===== config.mk =====
export PLATFORM = sky130hd
export DESIGN_NAME = lcd_scaled_2bpp_pixel_fetch
export DESIGN_NICKNAME = d
export VERILOG_FILES = /design/src/rtl/lsp_pkg.sv /design/src/rtl/lsp_front.sv /design/src/rtl/lsp_fifo.sv /design/src/rtl/lsp_back.sv /design/src/rtl/lcd_scaled_2bpp_pixel_fetch.sv
export SDC_FILE = /design/constraint.sdc
export NUM_CORES = 2
export LEC_CHECK = 0
export ABC_AREA = 1
export BUFFER_PORTS_ARGS = -buffer_cell sky130_fd_sc_hd__clkbuf_2
export CAP_MARGIN = 0
export CELL_PAD_IN_SITES_DETAIL_PLACEMENT = 0
export CELL_PAD_IN_SITES_GLOBAL_PLACEMENT = 2
export CORE_MARGIN = 2
export CORE_UTILIZATION = 42
export CTS_CLUSTER_DIAMETER = 120
export CTS_CLUSTER_SIZE = 30
export DETAILED_ROUTE_END_ITERATION = 8
export GPL_ROUTABILITY_DRIVEN = 0
export PLACE_DENSITY = 0.79
export SLEW_MARGIN = 10
export SYNTH_ARGS = -nofsm -noshare
export SYNTH_HDL_FRONTEND = slang
export SYNTH_SLANG_ARGS = --single-unit

===== constraint.sdc =====
create_clock -name clk -period 35.2 [get_ports clk]
set_clock_uncertainty 0.05 [all_clocks]
set_input_delay 1.76 -clock clk [delete_from_list [all_inputs] [get_ports clk]]
set_output_delay 1.76 -clock clk [all_outputs]
set_load 0.05 [all_outputs]

===== src/rtl/lsp_pkg.sv =====
// ----------------------------------------------------------------------------
// lsp_pkg: shared types and constants of the scaled 2bpp pixel fetch
// Holds the queue word, the live configuration and the grey lookup.
// ----------------------------------------------------------------------------
`default_nettype none
package lsp_pkg;

  localparam int MAX_OUTPUT_DIM = 4096;
  localparam int DIM_W          = 13;   // output size, clamped to MAX_OUTPUT_DIM
  localparam int COORD_W        = 12;
  localparam int PANEL_W        = 17;   // panel size (register + 1)
  localparam int PROD_W         = COORD_W + PANEL_W;
  localparam int QUOT_W         = 17;   // source coordinate stays below panel size
  localparam int REM_W          = 12;   // remainder stays below the output size
  localparam int DIV_STEPS      = QUOT_W;

  localparam logic [31:0] DRAM_BASE = 32'h0C00_0000;

  localparam logic OP_MAP    = 1'b0;
  localparam logic OP_EXPAND = 1'b1;

  localparam logic [2:0] REG_DMA_LOW  = 3'd0;
  localparam logic [2:0] REG_DMA_HIGH = 3'd1;
  localparam logic [2:0] REG_PANEL_W  = 3'd2;
  localparam logic [2:0] REG_PANEL_H  = 3'd3;
  localparam logic [2:0] REG_OUT_W    = 3'd4;
  localparam logic [2:0] REG_OUT_H    = 3'd5;
  localparam logic [2:0] REG_LCD_EN   = 3'd6;

  typedef struct packed {
    logic [DIM_W-1:0]   out_w;
    logic [DIM_W-1:0]   out_h;
    logic [PANEL_W-1:0] panel_w;
    logic [PANEL_W-1:0] panel_h;
    logic [31:0]        base;
    logic               lcd_en;
  } cfg_t;

  // One word of the queue between the front and the back.
  typedef struct packed {
    logic              op;
    logic              err;
    logic [1:0]        grey_idx;
    logic [PROD_W-1:0] num_x;
    logic [PROD_W-1:0] num_y;
  } work_t;

  function automatic logic [31:0] grey_lookup(input logic [1:0] idx);
    logic [31:0] g;
    case (idx)
      2'd0:    g = 32'hFF00_0000;
      2'd1:    g = 32'hFF55_5555;
      2'd2:    g = 32'hFFAA_AAAA;
      default: g = 32'hFFFF_FFFF;
    endcase
    return g;
  endfunction

endpackage
`default_nettype wire


===== src/rtl/lsp_front.sv =====
// ----------------------------------------------------------------------------
// lsp_front: input stage
// Accepts a word, checks the coordinate, forms the scaled numerators and
// picks the pixel out of a fetched byte.
// ----------------------------------------------------------------------------
`default_nettype none
module lsp_front import lsp_pkg::*; (
  input  wire logic               clk,
  input  wire logic               rst_n,
  input  wire cfg_t               cfg,
  input  wire logic               in_valid,
  output logic                    in_ready,
  input  wire logic               in_opcode,
  input  wire logic [COORD_W-1:0] in_dest_x,
  input  wire logic [COORD_W-1:0] in_dest_y,
  input  wire logic [7:0]         in_packed_byte,
  input  wire logic [1:0]         in_pixel_lane,
  output logic                    q_valid,
  input  wire logic               q_ready,
  output work_t                   q_word
);

  logic  valid_r;
  work_t word_r;
  work_t word_nxt;
  logic  [1:0] idx;

  assign in_ready = !valid_r || q_ready;
  assign q_valid  = valid_r;
  assign q_word   = word_r;

  always_comb begin
    case (in_pixel_lane)
      2'd0:    idx = in_packed_byte[7:6];
      2'd1:    idx = in_packed_byte[5:4];
      2'd2:    idx = in_packed_byte[3:2];
      default: idx = in_packed_byte[1:0];
    endcase
    word_nxt.op       = in_opcode;
    word_nxt.err      = ({1'b0, in_dest_x} >= cfg.out_w) || ({1'b0, in_dest_y} >= cfg.out_h);
    word_nxt.grey_idx = idx;
    word_nxt.num_x    = PROD_W'(in_dest_x * cfg.panel_w);
    word_nxt.num_y    = PROD_W'(in_dest_y * cfg.panel_h);
  end

  always_ff @(posedge clk) begin
    if (!rst_n) begin
      valid_r <= 1'b0;
    end else if (in_ready) begin
      valid_r <= in_valid;
    end
  end

  always_ff @(posedge clk) begin
    if (in_ready && in_valid) begin
      word_r <= word_nxt;
    end
  end

endmodule
`default_nettype wire


===== src/rtl/lsp_fifo.sv =====
// ----------------------------------------------------------------------------
// lsp_fifo: two-entry queue between front and back
// Lets the front keep taking words while the back is stalled.
// ----------------------------------------------------------------------------
`default_nettype none
module lsp_fifo import lsp_pkg::*; (
  input  wire logic  clk,
  input  wire logic  rst_n,
  input  wire logic  wr_valid,
  output logic       wr_ready,
  input  wire work_t wr_word,
  output logic       rd_valid,
  input  wire logic  rd_ready,
  output work_t      rd_word
);

  work_t      mem_r [2];
  logic       wr_ptr_r;
  logic       rd_ptr_r;
  logic [1:0] count_r;
  logic       push;
  logic       pop;

  assign wr_ready = (count_r != 2'd2);
  assign rd_valid = (count_r != 2'd0);
  assign rd_word  = mem_r[rd_ptr_r];
  assign push     = wr_valid && wr_ready;
  assign pop      = rd_valid && rd_ready;

  always_ff @(posedge clk) begin
    if (!rst_n) begin
      wr_ptr_r <= 1'b0;
      rd_ptr_r <= 1'b0;
      count_r  <= 2'd0;
    end else begin
      if (push) wr_ptr_r <= !wr_ptr_r;
      if (pop)  rd_ptr_r <= !rd_ptr_r;
      count_r <= count_r + 2'(push) - 2'(pop);
    end
  end

  always_ff @(posedge clk) begin
    if (push) begin
      mem_r[wr_ptr_r] <= wr_word;
    end
  end

endmodule
`default_nettype wire


===== src/rtl/lsp_back.sv =====
// ----------------------------------------------------------------------------
// lsp_back: divider pipeline and address stage
// Restoring division, one quotient bit per stage for both axes, then the
// row multiply and the address add into the output register.
// ----------------------------------------------------------------------------
`default_nettype none
module lsp_back import lsp_pkg::*; (
  input  wire logic   clk,
  input  wire logic   rst_n,
  input  wire cfg_t   cfg,
  input  wire logic   q_valid,
  output logic        q_ready,
  input  wire work_t  q_word,
  output logic        out_valid,
  input  wire logic   out_ready,
  output logic [31:0] out_fetch_address,
  output logic [1:0]  out_source_lane,
  output logic [31:0] out_grey_bgra,
  output logic        out_coord_error
);

  typedef struct packed {
    logic              op;
    logic              err;
    logic [1:0]        grey_idx;
    logic [REM_W-1:0]  rem_x;
    logic [QUOT_W-1:0] shf_x;   // dividend bits shifting out, quotient shifting in
    logic [REM_W-1:0]  rem_y;
    logic [QUOT_W-1:0] shf_y;
  } stage_t;

  typedef struct packed {
    logic [REM_W-1:0]  rem;
    logic [QUOT_W-1:0] shf;
  } div_t;

  function automatic div_t div_step(input logic [REM_W-1:0] rem,
                                    input logic [QUOT_W-1:0] shf,
                                    input logic [DIM_W-1:0] dvs);
    logic [DIM_W-1:0] t;
    logic             ge;
    div_t             r;
    t     = {rem, shf[QUOT_W-1]};
    ge    = (t >= dvs);
    r.rem = ge ? REM_W'(t - dvs) : REM_W'(t);
    r.shf = {shf[QUOT_W-2:0], ge};
    return r;
  endfunction

  logic   adv;
  logic   v_r [DIV_STEPS+1];
  stage_t s_r [DIV_STEPS+1];

  logic        out_valid_r;
  logic [31:0] addr_r;
  logic [1:0]  lane_r;
  logic [31:0] grey_r;
  logic        err_r;
  stage_t      last;
  logic [31:0] addr_nxt;

  assign adv       = !out_valid_r || out_ready;
  assign q_ready   = adv;
  assign out_valid = out_valid_r;
  assign out_fetch_address = addr_r;
  assign out_source_lane   = lane_r;
  assign out_grey_bgra     = grey_r;
  assign out_coord_error   = err_r;

  always_ff @(posedge clk) begin
    if (!rst_n) begin
      v_r[0] <= 1'b0;
    end else if (adv) begin
      v_r[0] <= q_valid;
    end
  end

  always_ff @(posedge clk) begin
    if (adv) begin
      s_r[0].op       <= q_word.op;
      s_r[0].err      <= q_word.err;
      s_r[0].grey_idx <= q_word.grey_idx;
      s_r[0].rem_x    <= q_word.num_x[PROD_W-1:QUOT_W];
      s_r[0].shf_x    <= q_word.num_x[QUOT_W-1:0];
      s_r[0].rem_y    <= q_word.num_y[PROD_W-1:QUOT_W];
      s_r[0].shf_y    <= q_word.num_y[QUOT_W-1:0];
    end
  end

  for (genvar k = 0; k < DIV_STEPS; k++) begin : g_div
    div_t dx;
    div_t dy;
    assign dx = div_step(s_r[k].rem_x, s_r[k].shf_x, cfg.out_w);
    assign dy = div_step(s_r[k].rem_y, s_r[k].shf_y, cfg.out_h);

    always_ff @(posedge clk) begin
      if (!rst_n) begin
        v_r[k+1] <= 1'b0;
      end else if (adv) begin
        v_r[k+1] <= v_r[k];
      end
    end

    always_ff @(posedge clk) begin
      if (adv) begin
        s_r[k+1].op       <= s_r[k].op;
        s_r[k+1].err      <= s_r[k].err;
        s_r[k+1].grey_idx <= s_r[k].grey_idx;
        s_r[k+1].rem_x    <= dx.rem;
        s_r[k+1].shf_x    <= dx.shf;
        s_r[k+1].rem_y    <= dy.rem;
        s_r[k+1].shf_y    <= dy.shf;
      end
    end
  end

  // After the last step the shift registers hold the source coordinates.
  assign last     = s_r[DIV_STEPS];
  assign addr_nxt = cfg.base
                  + 32'(last.shf_y * cfg.panel_w[PANEL_W-1:2])
                  + 32'(last.shf_x[QUOT_W-1:2]);

  always_ff @(posedge clk) begin
    if (!rst_n) begin
      out_valid_r <= 1'b0;
    end else if (adv) begin
      out_valid_r <= v_r[DIV_STEPS];
    end
  end

  always_ff @(posedge clk) begin
    if (adv) begin
      if (last.op == OP_EXPAND) begin
        addr_r <= 32'd0;
        lane_r <= 2'd0;
        err_r  <= 1'b0;
        grey_r <= grey_lookup(last.grey_idx);
      end else begin
        addr_r <= last.err ? 32'd0 : addr_nxt;
        lane_r <= last.err ? 2'd0 : last.shf_x[1:0];
        err_r  <= last.err;
        grey_r <= 32'd0;
      end
    end
  end

endmodule
`default_nettype wire


===== src/rtl/lcd_scaled_2bpp_pixel_fetch.sv =====
// ----------------------------------------------------------------------------
// lcd_scaled_2bpp_pixel_fetch: nearest-neighbor 2bpp pixel fetch
// Maps destination pixels to source byte addresses and expands fetched
// bytes to BGRA grey.
//
//   channel | direction | handshake            | word
//   in_     | input     | in_valid / in_ready  | opcode, dest_x/y, byte, lane
//   out_    | output    | out_valid/out_ready  | address, lane, grey, flags
//   cfg_    | input     | cfg_we               | cfg_index, cfg_wdata
//
// One word enters per cycle while not stalled; each passes the input
// register, the queue, the divider load stage, 17 divider stages (one
// quotient bit each) and the address stage. A stalled output holds the back
// end; the two-word queue lets the front keep accepting until it fills.
// Synchronous reset empties all stages and loads the register defaults.
// ----------------------------------------------------------------------------
`default_nettype none
module lcd_scaled_2bpp_pixel_fetch import lsp_pkg::*; (
  input  wire logic        clk,
  input  wire logic        rst_n,
  input  wire logic        cfg_we,
  input  wire logic [2:0]  cfg_index,
  input  wire logic [15:0] cfg_wdata,
  input  wire logic        in_valid,
  output logic             in_ready,
  input  wire logic        in_opcode,
  input  wire logic [11:0] in_dest_x,
  input  wire logic [11:0] in_dest_y,
  input  wire logic [7:0]  in_packed_byte,
  input  wire logic [1:0]  in_pixel_lane,
  output logic             out_valid,
  input  wire logic        out_ready,
  output logic [31:0]      out_fetch_address,
  output logic [1:0]       out_source_lane,
  output logic [31:0]      out_grey_bgra,
  output logic             out_frame_on,
  output logic             out_coord_error
);

  logic [15:0] dma_low_r;
  logic [7:0]  dma_high_r;
  logic [15:0] panel_w_m1_r;
  logic [15:0] panel_h_m1_r;
  logic [12:0] out_w_r;
  logic [12:0] out_h_r;
  logic        lcd_en_r;
  cfg_t        cfg;

  logic  fq_valid;
  logic  fq_ready;
  work_t fq_word;
  logic  bq_valid;
  logic  bq_ready;
  work_t bq_word;

  always_ff @(posedge clk) begin
    if (!rst_n) begin
      dma_low_r    <= 16'd0;
      dma_high_r   <= 8'd0;
      panel_w_m1_r <= 16'd479;
      panel_h_m1_r <= 16'd239;
      out_w_r      <= 13'd480;
      out_h_r      <= 13'd240;
      lcd_en_r     <= 1'b0;
    end else if (cfg_we) begin
      case (cfg_index)
        REG_DMA_LOW:  dma_low_r    <= cfg_wdata;
        REG_DMA_HIGH: dma_high_r   <= cfg_wdata[7:0];
        REG_PANEL_W:  panel_w_m1_r <= cfg_wdata;
        REG_PANEL_H:  panel_h_m1_r <= cfg_wdata;
        REG_OUT_W:    out_w_r      <= cfg_wdata[12:0];
        REG_OUT_H:    out_h_r      <= cfg_wdata[12:0];
        REG_LCD_EN:   lcd_en_r     <= cfg_wdata[0];
        default: ;
      endcase
    end
  end

  always_comb begin
    cfg.out_w   = (out_w_r > DIM_W'(MAX_OUTPUT_DIM)) ? DIM_W'(MAX_OUTPUT_DIM) : out_w_r;
    cfg.out_h   = (out_h_r > DIM_W'(MAX_OUTPUT_DIM)) ? DIM_W'(MAX_OUTPUT_DIM) : out_h_r;
    cfg.panel_w = {1'b0, panel_w_m1_r} + 17'd1;
    cfg.panel_h = {1'b0, panel_h_m1_r} + 17'd1;
    cfg.base    = DRAM_BASE + {8'd0, dma_high_r, dma_low_r};
    cfg.lcd_en  = lcd_en_r;
  end

  assign out_frame_on = cfg.lcd_en;

  lsp_front u_front (
    .clk            (clk),
    .rst_n          (rst_n),
    .cfg            (cfg),
    .in_valid       (in_valid),
    .in_ready       (in_ready),
    .in_opcode      (in_opcode),
    .in_dest_x      (in_dest_x),
    .in_dest_y      (in_dest_y),
    .in_packed_byte (in_packed_byte),
    .in_pixel_lane  (in_pixel_lane),
    .q_valid        (fq_valid),
    .q_ready        (fq_ready),
    .q_word         (fq_word)
  );

  lsp_fifo u_fifo (
    .clk      (clk),
    .rst_n    (rst_n),
    .wr_valid (fq_valid),
    .wr_ready (fq_ready),
    .wr_word  (fq_word),
    .rd_valid (bq_valid),
    .rd_ready (bq_ready),
    .rd_word  (bq_word)
  );

  lsp_back u_back (
    .clk               (clk),
    .rst_n             (rst_n),
    .cfg               (cfg),
    .q_valid           (bq_valid),
    .q_ready           (bq_ready),
    .q_word            (bq_word),
    .out_valid         (out_valid),
    .out_ready         (out_ready),
    .out_fetch_address (out_fetch_address),
    .out_source_lane   (out_source_lane),
    .out_grey_bgra     (out_grey_bgra),
    .out_coord_error   (out_coord_error)
  );

endmodule
`default_nettype wire

==> impl_results.md <==
* Synth Cell Area at 94600 µm²
* Clk root buf: clkbuf_16
* Syn Nets at 11200
* Largest cells by area after synthesis: edfxtp_1 42%, fa_1 12%, ha_1 9.4%, nand2_1 8.6%, inv_1 6.3%
* DIE HEIGHT at 479 µm
* # H-tree levels at 2
* Clk_lat worst skew at 0.78 ns
* DIE AREA at 229000 µm²
* Core Rows at 174
* Port Buffers at 128
* Synth-to-Final Area Change at 6.05%
* Register area share after synthesis at 0.442
* Clock-pin slew on the worst setup and hold paths at 0.12 ns
* Initial antenna violation count at 11
* CP Data Required Time at 35.68 ns
* DR DRC count at 0
* Gr ovfl total at 0
* WL final at 263000 µm
* RSZ-0062 raised after global routing: no
* Setup crit end kind: register
* Final number of setup-violating endpoints at 0
* Slew Limit Fails at 0
* Max Cap Viol at 0
* Initial core utilization at 0.422
* Clock sink total at 1424
* Simple-gate share of the synthesized area at 0.174
* Setup_tns at 0 ns
* Run status: finished clean
* DR WL/cell at 20.4 µm
* Largest family of logic cells by synthesized area: adder cells
* WS Path Type: register to register
* Post-DP HPWL at 194000 µm
* PostCTS Resize Cnt at 0
* Synth Flop Type: edfxtp_1
* Netlist cell types at 52
* Final ANT Viol Nets at 0
* Average cell area after synthesis at 9.59 µm²
* Vias per std cell at 5.19
* Final std cells w/o fill at 12900
* CTS Buf Count at 61
* Post-synthesis mux area share at 0.00738
* Slew @ Worst Pin at 1.15 ns
* IO Pins at 129
* CP Launch Type: register
* Max Buffers Root-to-Sink at 3
* Post-Synth XOR/XNOR Area at 0.0211
* CP max FO at 20
* First DRT Iteration DRCs at 4854
* Post-synth top area share at 0.423
* Commonest non-fill, non-tap cell in the layout: nand2_1
* Nets at 11200
* Routed vias at 67000
* Core area at 224000 µm²
* F_max at 131 MHz
* #FFs+latches synth at 1424
* Ys Warns at 0
* Hold_buf cts at 0
* Largest net degree at the start of global routing at 175
* Most frequent cells in the layout: 2158 x nand2_1, 1594 x inv_1, 1333 x edfxtp_1
* Relative slew slack at 0.229
* Mapped Cells at 9868
* Number of detailed-route iterations in the first pass at 6
* Final Critical Period at 7.66 ns
* Tot GR Track Use at 0.228
* Share of post-route cells with drive strength above 1 at 0.0433
* Synth Area in Compound Gates at 0.0652
* Synth Area in Adders at 0.213
* Final hold vios at 0
* Post-CTS Setup Repair Bufs at 0
* Final cycle utilization of the critical path at 0.218
* Post-synth EDFFs at 1333
* Die Wd at 479 µm
* Leading area contributor after synthesis: edfxtp_1
* TritonCTS clock tree: yes
* Critical Path AT at 8.15 ns
* Vias in the first global route at 67000
* First-pass GRT wire length at 403000 µm
* FFs w/ async S/R, synth at 0
* Hold WC Path Type: register to register
* Dpl cells at 12800
[cell type report]
cell class                 count  area, µm²
fill                       21600     124000
multi-input combinational   6596      45600
sequential                  1424      41900
inverter                    1623       6100
tap                         2992       3740
clock buffer                  76       1600
timing repair buffer         186       1090
clock inverter                23        390
antenna                        5       12.5
[critical path, stage by stage, from the launching register on]
cell and delay (ns):
dfxtp_1 0.59, ha_1 0.26, nand2_1 0.08, nor2_2 0.18, nand4_2 0.14, o21ai_0 0.19
nand2_1 0.33, inv_1 0.89, nand2_1 0.18, fa_1 0.55, inv_1 0.05, fa_1 0.58
fa_1 0.46, fa_1 0.42, fa_1 0.51, inv_1 0.05, fa_1 0.48, inv_1 0.05
ha_1 0.46, nand2_1 0.17, nor2_1 0.24, nand2_1 0.10, nor2_1 0.09, nand2_1 0.07
nand3_1 0.09, nand2_1 0.05, inv_1 0.06, nor2_1 0.04
[synth_stat cells (24+ instances only)]
| master | count |
|---|---|
| fa_1 | 563 |
| buf_4 | 50 |
| nor3_1 | 58 |
| nor2_1 | 765 |
| buf_2 | 59 |
| mux2_2 | 62 |
| clkbuf_1 | 100 |
| o21bai_1 | 29 |
| xor2_1 | 163 |
| nand3b_1 | 87 |
| xnor2_1 | 65 |
| a21o_1 | 26 |
| inv_1 | 1597 |
| nand3_1 | 483 |
| nand4_1 | 252 |
| nand2_1 | 2159 |
| o21a_1 | 43 |
| a21oi_1 | 467 |
| nor2_2 | 24 |
| ha_1 | 712 |
| edfxtp_1 | 1333 |
| dfxtp_1 | 91 |
| o21ai_1 | 53 |
| o21ai_0 | 488 |
[routing by layer]
layer	track usage	wire length, µm	vias to the layer above
met1	0.306	116000	32700
met3	0.0305	13400	249
met4	0.0575	6940	2
met5	0	8	-
li1	-	-	32600
met2	0.391	127000	1502
[state kept, by name, indices dropped and copies added (netlist names), 3 cells and up, named ones only]
register                  cells
u_back.s_r                 1092
u_fifo.mem_r                124
u_front.q_word               62
u_back.out_fetch_address     32
u_back.v_r                   18
dma_low_r                    16
panel_h_m1_r                 16
panel_w_m1_r                 16
out_h_r                      13
out_w_r                      13
dma_high_r                    8
u_back.out_grey_bgra          3
[worst paths after layout]
kind	from	endpoint	slack [ns]	cells after the start
setup / recovery	panel_w_m1_r[0]	u_back.out_fetch_address[24]	27.54	27
hold / removal	u_back.s_r[2][75]	u_back.s_r[3][14]	0.34	0
setup reg to reg	panel_w_m1_r[0]	u_back.out_fetch_address[24]	27.54	27
hold reg to reg	u_back.s_r[2][75]	u_back.s_r[3][14]	0.34	0
[logic make-up after synthesis]
family	count (synthesis)
fa+ha+maj	1275
compound gates	1151
xor+xnor	228
simple gates	3880
flops	1424
buf+inv	1848
mux	62
[metrics by stage]
stage | area [µm²] | util | setup WS [ns] | hold WS, ns
5_1_grt | 100000 | 0.447 | 27.09 | 0.331
4_1_cts | 100000 | 0.447 | 27.62 | 0.335
6_report | 100000 | 0.447 | 27.54 | 0.335
3_5_place_dp | 98400 | 0.438 | 27.64 | 0.355
2_1_floorplan | 94600 | - | 6.66 | 0.350
3_3_place_gp | 98400 | 0.438 | 27.70 | 0.351
Power is not shown: default switching activity piles up to over one toggle a cycle in this logic, so the estimate is an artifact.
